### config.mk
export PLATFORM = sky130hd
export DESIGN_NAME = path_normalizer
export DESIGN_NICKNAME = d
export VERILOG_FILES = /design/src/hdl/pn_pkg.sv /design/src/hdl/path_normalizer.sv /design/src/hdl/pn_store.sv /design/src/hdl/pn_core.sv
export SDC_FILE = /design/constraint.sdc
export NUM_CORES = 1
export LEC_CHECK = 0
export BUFFER_PORTS_ARGS = -buffer_cell sky130_fd_sc_hd__buf_2
export CAP_MARGIN = 15
export CELL_PAD_IN_SITES_DETAIL_PLACEMENT = 1
export CELL_PAD_IN_SITES_GLOBAL_PLACEMENT = 1
export CORE_MARGIN = 10
export CORE_UTILIZATION = 54
export CTS_BUF_LIST = sky130_fd_sc_hd__clkbuf_2
export DETAILED_ROUTE_END_ITERATION = 6
export PLACE_DENSITY = 0.88
export SLEW_MARGIN = 20
export SYNTH_ARGS = -nofsm -noshare
export SYNTH_HDL_FRONTEND = slang
export SYNTH_HIERARCHICAL = 1
export SYNTH_SLANG_ARGS = --single-unit
export TNS_END_PERCENT = 1
### constraint.sdc
create_clock -name i_clk -period 4.8 [get_ports i_clk]
set_input_delay 0.72 -clock i_clk [delete_from_list [all_inputs] [get_ports i_clk]]
set_output_delay 0.72 -clock i_clk [all_outputs]
set_load 0.005 [all_outputs]
### src/hdl/pn_pkg.sv
package pn_pkg;

    localparam int PATH_CAPACITY_DEF = 64;

    localparam logic [7:0] CHAR_NUL   = 8'h00;
    localparam logic [7:0] CHAR_DOT   = 8'h2E;
    localparam logic [7:0] CHAR_SLASH = 8'h2F;

    localparam logic [1:0] ACT_ROOT = 2'd0;
    localparam logic [1:0] ACT_BYTE = 2'd1;
    localparam logic [1:0] ACT_READ = 2'd2;

    typedef struct packed {
        logic [7:0] out_char;
        logic       out_last;
        logic       out_empty;
    } t_result;

endpackage

### src/hdl/path_normalizer.sv
// Root and ignored actions are handled in S_IDLE alone; a path byte passes through S_PUT as well
// when it opens a new component. A terminator closing a ".." component walks back through the path
// store port, one byte at a time through S_UP_CHK and S_UP_WAIT. A read out passes each path byte
// through S_RD_ADDR (address) and S_RD_DATA (registered store data); an empty path gives a single
// empty result. Results are registered in the output stage and can wait there while input resumes.
// Reset is synchronous and active low; it returns the path to root with no sweep.
module path_normalizer #(
    parameter int PATH_CAPACITY = pn_pkg::PATH_CAPACITY_DEF
) (
    input  logic       i_clk,
    input  logic       i_rst_n,
    input  logic       s_axis_tvalid,
    output logic       s_axis_tready,
    input  logic [7:0] s_axis_tdata,   // path_byte[7:0]
    input  logic [1:0] s_axis_tuser,   // action[1:0]
    output logic       m_axis_tvalid,
    input  logic       m_axis_tready,
    output logic [7:0] m_axis_tdata,   // out_char[7:0]
    output logic       m_axis_tlast,
    output logic [0:0] m_axis_tuser    // out_empty[0]
);

    localparam int AW = $clog2(PATH_CAPACITY);
    localparam int LW = $clog2(PATH_CAPACITY + 1);

    logic            out_free;
    logic            push;
    pn_pkg::t_result result;
    logic            we;
    logic [AW-1:0]   waddr;
    logic [7:0]      wdata;
    logic            re;
    logic [AW-1:0]   raddr;
    logic [7:0]      rdata;

    logic            r_m_valid;
    pn_pkg::t_result r_m_data;

    pn_store #(
        .DEPTH (PATH_CAPACITY),
        .AW    (AW)
    ) u_store (
        .i_clk   (i_clk),
        .i_we    (we),
        .i_waddr (waddr),
        .i_wdata (wdata),
        .i_re    (re),
        .i_raddr (raddr),
        .o_rdata (rdata)
    );

    pn_core #(
        .PATH_CAPACITY (PATH_CAPACITY),
        .AW            (AW),
        .LW            (LW)
    ) u_core (
        .i_clk      (i_clk),
        .i_rst_n    (i_rst_n),
        .i_valid    (s_axis_tvalid),
        .o_ready    (s_axis_tready),
        .i_action   (s_axis_tuser),
        .i_byte     (s_axis_tdata),
        .i_out_free (out_free),
        .o_push     (push),
        .o_result   (result),
        .o_we       (we),
        .o_waddr    (waddr),
        .o_wdata    (wdata),
        .o_re       (re),
        .o_raddr    (raddr),
        .i_rdata    (rdata)
    );

    assign out_free = !r_m_valid || m_axis_tready;

    always_ff @(posedge i_clk) begin
        if (!i_rst_n) begin
            r_m_valid <= 1'b0;
        end else if (push) begin
            r_m_valid <= 1'b1;
        end else if (m_axis_tready) begin
            r_m_valid <= 1'b0;
        end
    end

    always_ff @(posedge i_clk) begin
        if (push) begin
            r_m_data <= result;
        end
    end

    assign m_axis_tvalid   = r_m_valid;
    assign m_axis_tdata    = r_m_data.out_char;
    assign m_axis_tlast    = r_m_data.out_last;
    assign m_axis_tuser[0] = r_m_data.out_empty;

endmodule

### src/hdl/pn_store.sv
module pn_store #(
    parameter int DEPTH = pn_pkg::PATH_CAPACITY_DEF,
    parameter int AW    = $clog2(DEPTH)
) (
    input  logic          i_clk,
    input  logic          i_we,
    input  logic [AW-1:0] i_waddr,
    input  logic [7:0]    i_wdata,
    input  logic          i_re,
    input  logic [AW-1:0] i_raddr,
    output logic [7:0]    o_rdata
);

    logic [7:0] r_mem [DEPTH];
    logic [7:0] r_q;
    logic       r_zero;

    always_ff @(posedge i_clk) begin
        if (i_we) begin
            r_mem[i_waddr] <= i_wdata;
        end
    end

    // A read of entry zero always returns the root slash.
    always_ff @(posedge i_clk) begin
        if (i_re) begin
            r_q    <= r_mem[i_raddr];
            r_zero <= (i_raddr == '0);
        end
    end

    assign o_rdata = r_zero ? pn_pkg::CHAR_SLASH : r_q;

endmodule

### src/hdl/pn_core.sv
module pn_core #(
    parameter int PATH_CAPACITY = pn_pkg::PATH_CAPACITY_DEF,
    parameter int AW            = $clog2(PATH_CAPACITY),
    parameter int LW            = $clog2(PATH_CAPACITY + 1)
) (
    input  logic             i_clk,
    input  logic             i_rst_n,
    input  logic             i_valid,
    output logic             o_ready,
    input  logic [1:0]       i_action,
    input  logic [7:0]       i_byte,
    input  logic             i_out_free,
    output logic             o_push,
    output pn_pkg::t_result  o_result,
    output logic             o_we,
    output logic [AW-1:0]    o_waddr,
    output logic [7:0]       o_wdata,
    output logic             o_re,
    output logic [AW-1:0]    o_raddr,
    input  logic [7:0]       i_rdata
);

    localparam logic [LW-1:0] CapLen = LW'(PATH_CAPACITY);
    localparam logic [LW-1:0] OneLen = LW'(1);
    localparam logic [LW-1:0] TwoLen = LW'(2);

    typedef enum logic [5:0] {
        S_IDLE    = 6'b000001,
        S_PUT     = 6'b000010,
        S_UP_CHK  = 6'b000100,
        S_UP_WAIT = 6'b001000,
        S_RD_ADDR = 6'b010000,
        S_RD_DATA = 6'b100000
    } t_state;

    t_state        r_state, n_state;
    logic [LW-1:0] r_len, n_len;
    logic          r_tail, n_tail;
    logic [LW-1:0] r_cstart, n_cstart;
    logic          r_stail, n_stail;
    logic [1:0]    r_count, n_count;
    logic          r_dots, n_dots;
    logic          r_at_start, n_at_start;
    logic          r_phase, n_phase;
    logic [7:0]    r_byte, n_byte;
    logic [LW-1:0] r_idx, n_idx;
    logic [LW-1:0] r_rlen, n_rlen;

    logic       accept;
    logic       put_en;
    logic [7:0] put_char;
    logic       put_ok;
    logic       rd_last;

    assign o_ready = (r_state == S_IDLE);
    assign accept  = i_valid && o_ready;
    assign rd_last = ((r_idx + OneLen) == r_rlen);

    always_comb begin
        if (r_state == S_PUT) begin
            put_char = r_byte;
        end else if (r_count == 2'd0) begin
            put_char = pn_pkg::CHAR_SLASH;
        end else begin
            put_char = i_byte;
        end
        put_ok = (r_len < CapLen) &&
                 !((put_char == pn_pkg::CHAR_SLASH) && (r_len != '0) && r_tail);
    end

    always_comb begin
        n_state    = r_state;
        n_len      = r_len;
        n_tail     = r_tail;
        n_cstart   = r_cstart;
        n_stail    = r_stail;
        n_count    = r_count;
        n_dots     = r_dots;
        n_at_start = r_at_start;
        n_phase    = r_phase;
        n_byte     = r_byte;
        n_idx      = r_idx;
        n_rlen     = r_rlen;
        put_en     = 1'b0;
        o_push     = 1'b0;
        o_result   = '0;
        o_re       = 1'b0;
        o_raddr    = '0;

        case (r_state)
            S_IDLE: begin
                if (accept) begin
                    case (i_action)
                        pn_pkg::ACT_ROOT: begin
                            n_len      = OneLen;
                            n_tail     = 1'b1;
                            n_cstart   = OneLen;
                            n_stail    = 1'b1;
                            n_count    = 2'd0;
                            n_dots     = 1'b1;
                            n_at_start = 1'b1;
                        end
                        pn_pkg::ACT_BYTE: begin
                            n_at_start = 1'b0;
                            if (r_at_start && (i_byte == pn_pkg::CHAR_SLASH)) begin
                                n_len    = OneLen;
                                n_tail   = 1'b1;
                                n_cstart = OneLen;
                                n_stail  = 1'b1;
                                n_count  = 2'd0;
                                n_dots   = 1'b1;
                            end else if ((i_byte == pn_pkg::CHAR_SLASH) ||
                                         (i_byte == pn_pkg::CHAR_NUL)) begin
                                if (r_dots && (r_count == 2'd2)) begin
                                    n_len   = r_cstart;
                                    n_tail  = r_stail;
                                    n_phase = 1'b0;
                                    n_state = S_UP_CHK;
                                end else if (r_dots && (r_count == 2'd1)) begin
                                    n_len  = r_cstart;
                                    n_tail = r_stail;
                                end else begin
                                    n_cstart = r_len;
                                    n_stail  = r_tail;
                                end
                                n_count = 2'd0;
                                n_dots  = 1'b1;
                                if (i_byte == pn_pkg::CHAR_NUL) begin
                                    n_at_start = 1'b1;
                                end
                            end else begin
                                put_en = 1'b1;
                                if (r_count == 2'd0) begin
                                    n_cstart = r_len;
                                    n_stail  = r_tail;
                                    n_byte   = i_byte;
                                    n_state  = S_PUT;
                                end
                                if (r_count != 2'd3) begin
                                    n_count = r_count + 2'd1;
                                end
                                if (i_byte != pn_pkg::CHAR_DOT) begin
                                    n_dots = 1'b0;
                                end
                            end
                        end
                        pn_pkg::ACT_READ: begin
                            n_rlen  = (r_count != 2'd0) ? r_cstart : r_len;
                            n_idx   = '0;
                            n_state = S_RD_ADDR;
                        end
                        default: begin
                        end
                    endcase
                end
            end
            S_PUT: begin
                put_en  = 1'b1;
                n_state = S_IDLE;
            end
            S_UP_CHK: begin
                if ((r_len == '0) || (r_phase && r_tail)) begin
                    n_cstart = r_len;
                    n_stail  = r_tail;
                    n_state  = S_IDLE;
                end else begin
                    if (!r_tail) begin
                        n_phase = 1'b1;
                    end
                    n_len = r_len - OneLen;
                    if (r_len >= TwoLen) begin
                        o_re    = 1'b1;
                        o_raddr = AW'(r_len - TwoLen);
                        n_state = S_UP_WAIT;
                    end
                end
            end
            S_UP_WAIT: begin
                n_tail  = (i_rdata == pn_pkg::CHAR_SLASH);
                n_state = S_UP_CHK;
            end
            S_RD_ADDR: begin
                if (r_rlen == '0) begin
                    if (i_out_free) begin
                        o_push             = 1'b1;
                        o_result.out_last  = 1'b1;
                        o_result.out_empty = 1'b1;
                        n_state            = S_IDLE;
                    end
                end else begin
                    o_re    = 1'b1;
                    o_raddr = r_idx[AW-1:0];
                    n_state = S_RD_DATA;
                end
            end
            S_RD_DATA: begin
                if (i_out_free) begin
                    o_push            = 1'b1;
                    o_result.out_char = i_rdata;
                    o_result.out_last = rd_last;
                    if (rd_last) begin
                        n_state = S_IDLE;
                    end else begin
                        n_idx   = r_idx + OneLen;
                        n_state = S_RD_ADDR;
                    end
                end
            end
            default: begin
                n_state = S_IDLE;
            end
        endcase

        if (put_en && put_ok) begin
            n_len  = r_len + OneLen;
            n_tail = (put_char == pn_pkg::CHAR_SLASH);
        end
    end

    assign o_we    = put_en && put_ok;
    assign o_waddr = r_len[AW-1:0];
    assign o_wdata = put_char;

    always_ff @(posedge i_clk) begin
        if (!i_rst_n) begin
            r_state    <= S_IDLE;
            r_len      <= OneLen;
            r_tail     <= 1'b1;
            r_cstart   <= OneLen;
            r_stail    <= 1'b1;
            r_count    <= 2'd0;
            r_dots     <= 1'b1;
            r_at_start <= 1'b1;
            r_phase    <= 1'b0;
        end else begin
            r_state    <= n_state;
            r_len      <= n_len;
            r_tail     <= n_tail;
            r_cstart   <= n_cstart;
            r_stail    <= n_stail;
            r_count    <= n_count;
            r_dots     <= n_dots;
            r_at_start <= n_at_start;
            r_phase    <= n_phase;
        end
    end

    always_ff @(posedge i_clk) begin
        r_byte <= n_byte;
        r_idx  <= n_idx;
        r_rlen <= n_rlen;
    end

endmodule
==> results by group <==
Outcome
  • Status: completed

Hold path
  • Tightest Hold Check Type: input pin to register

Placement
  • Port bufs: 25
  • DP Cell Count: 2017
  • Hpwl dp: approximately 42000 um
  • RePlAce Congestion: around 0.9
  • Placed Area: 25200 sq um
  • Pre-CTS setup slack: 0.476 ns

Synth
  • Synth top area share: 0.682
  • Ys Warns: 6
  • Yosys cell types: 87
  • Ys flop type: edfxtp_1
  • Syn_area_per_cell: 16.9 sq um
  • Synth top area cells: edfxtp_1 (68%), mux4_2 (8.8%), mux2i_1 (2.9%)
  • Number of synthesized register bits: approximately 580
  • Mapped Cells: 1438
  • Cell taking the most area after synthesis: edfxtp_1
  • Number of synthesized flops with an enable pin: about 550
  • Asr flop ratio synth: 0
  • Post-synthesis sequential area ratio: 0.705
  • Mapped Area: 24300 sq um
  • Syn Nets: between 1000 and 1500

Drt
  • DRT iter0 DRCs: 1945
  • Final ANT Viol Nets: 0
  • Via density: about 6.5
  • DR DRC count: 0
  • 1st-pass router iterations: 5
  • Drt total wl: roughly 66000 um
  • Via count: 14819
  • WL/cell: 29.0 um

Floorplan
  • Boundary Pins: 26
  • Die Y-Extent: 232 um
  • Die X: about 230 um
  • Starting Density: 0.548
  • Core area: 44400 sq um
  • Placement Rows: 77
  • Die Area: 54000 sq um

Global route
  • Gr usage total: 0.249
  • Initial antenna violation count: 3
  • First-pass GRT wire length: between 90000 and 100000 um
  • Total gr overflow: 0
  • Largest net degree at the start of global routing: 65
  • Vias in the first global route: 15567

CTS
  • Gates resized, CTS repair: 0
  • CTS Buf Count: 145
  • CTS sink cnt: roughly 580
  • Clock Path Buffers: 3
  • Clock Pin Slew Worst Setup and Hold Paths: 0.11 ns
  • Clk_lat worst skew: approximately 1.3 ns
  • CTS H-tree lvls: 4
  • Root buffer cell: clkbuf_2
  • CTS tree: built

Power and ir drop
  • VDD IR max: 0.000194 V
  • Pwr dens: 362 nW/um^2
  • Leak: 8.50 nW
  • Power Total: 9.67 mW

Timing
  • Setup violations, final: 0
  • Final Critical Period: 4.44 ns
  • Max Clock Freq: 0.225 GHz
  • Tcrit/Tclk final: 0.925
  • Final worst slack: 0.358 ns
  • Max_slew headroom: 0.216
  • Clk_skew: 0.0909 ns
  • Slew of the pin with the lowest slew margin: 1.17 ns
  • TNS Setup: 0 ns
  • Final Hold Fails: 0
  • RSZ-0062 raised after global routing: false
  • Final slew viol count: 0
  • Final hold slack: 0.176 ns

Finish
  • Layout area overhead: 9.79%
  • Final core occ: 0.602
  • Post-layout nets: 1612
  • Leading cell type in the layout, fill and taps excluded: edfxtp_1
  • Final Cell Area: 26700 sq um
  • Layout cell share with drive strength beyond 1: 0.275
  • Most frequent cells in the layout: edfxtp_1 (553), clkbuf_2 (206), nor2_1 (119)
  • Post-Layout Cell Count: 2288

Critical path
  • Worst Path Max Fanout: 18
  • Worst EP required: 5.83 ns
  • Worst Path Arrival: 5.47 ns
  • Worst Setup End Kind: register
  • CP Class: register to register
  • Startpoint Class: register

Job
  • Max_cap viols: 0
-- cell type report --
class	count	area [sq um]
fill	4117	17700
sequential	581	17200
multi-input combinational	757	6690
clock buffer	206	1030
timing repair buffer	92	741
tap	592	741
clock inverter	47	307
inverter	10	37.5
antenna	3	7.51
-- sequential cells by signal, indices dropped and copies added (netlist names) --
signal,flops
u_core/r_phase,1
u_core/r_cstart,7
m_axis_tlast,1
u_store/r_zero,1
u_core/r_state,6
u_core/r_at_start,1
u_core/r_len,7
u_core/r_byte,8
u_core/r_idx,7
m_axis_tuser,1
u_core/r_count,2
u_store/r_mem,512
m_axis_tvalid,1
m_axis_tdata,8
u_core/r_dots,1
u_store/r_q,8
u_core/r_stail,1
u_core/r_rlen,7
u_core/r_tail,1
-- what timing repair did --
item                                   in CTS  in global routing
hold buffers                               15                  0
setup buffers                               0                  0
endpoints found under the hold margin      42                  0
-- synth_stat cells (all sizes together) (7+ instances only) --
library cell / count
o221ai: 11
dfxtp: 28
nand3: 18
a22oi: 19
a31oi: 9
and3: 14
o211ai: 7
o21ai: 32
nand2: 64
nand2b: 15
mux4: 96
or2: 15
mux2: 18
edfxtp: 553
a21oi: 32
nand3b: 10
a22o: 11
nand4: 16
a211oi: 7
nor2b: 15
mux2i: 71
inv: 10
buf: 49
nor2: 119
ha: 11
xnor2: 7
clkbuf: 41
nor3: 13
o22ai: 22
-- worst max-delay path, cell delays in order, from the launching register on --
cell and delay [ns]:
dfxtp_1 0.33, inv_1 0.12, ha_1 0.23, or4b_4 0.52, o21ai_1 0.26, nor2_1 0.08
nand2_1 0.15, buf_4 0.22, o21ai_4 0.23, or3b_1 0.77, buf_4 0.29, o22ai_1 0.16
a211oi_1 0.42, a22oi_1 0.17, a21o_1 0.21
-- final timing paths --
kind                                 from                           to  slack [ns]  cells after the start
max          u_core/r_len[1]$_SDFFE_PN0P_     u_store/r_q[1]$_DFFE_PP_        0.36                     14
max reg2reg  u_core/r_len[1]$_SDFFE_PN0P_     u_store/r_q[1]$_DFFE_PP_        0.36                     14
min                       s_axis_tdata[2]   u_core/r_byte[2]$_DFFE_PP_        0.18                      2
min reg2reg   u_core/r_phase$_SDFFE_PN0P_  u_core/r_phase$_SDFFE_PN0P_        0.51                      2
-- layer usage --
| metal | wire length (um) | track usage | up-vias |
|---|---|---|---|
| li1 | - | - | 6144 |
| met1 | 25100 | 0.311 | 7603 |
| met2 | 32200 | 0.393 | 924 |
| met3 | 6500 | 0.0751 | 148 |
| met4 | 2460 | 0.116 | 0 |
| met5 | 0 | 0 | - |
-- cell families (layout without fill, tap and decap cells) --
family,count (synthesis),in the layout,synth area share
DFF,581,581,0.705
and+or+nand+nor,339,339,0.0710
AOI/OAI and AO/OA,209,209,0.0632
muxes,185,185,0.127
buffers and inverters,100,355,0.0235
xor gates and xnor gates,13,13,0.00468
adders and majority gates,11,11,0.00565
other,0,3,0
-- where the power goes --
part           switching (mW)  internal [mW]  total (mW)
combinational           0.422          0.167       0.589
clock                    2.01           1.38        3.39
sequential             0.0426           5.65        5.69
total                    2.48           7.19        9.67
No activity file was read; power rests on OpenSTA's default activity.
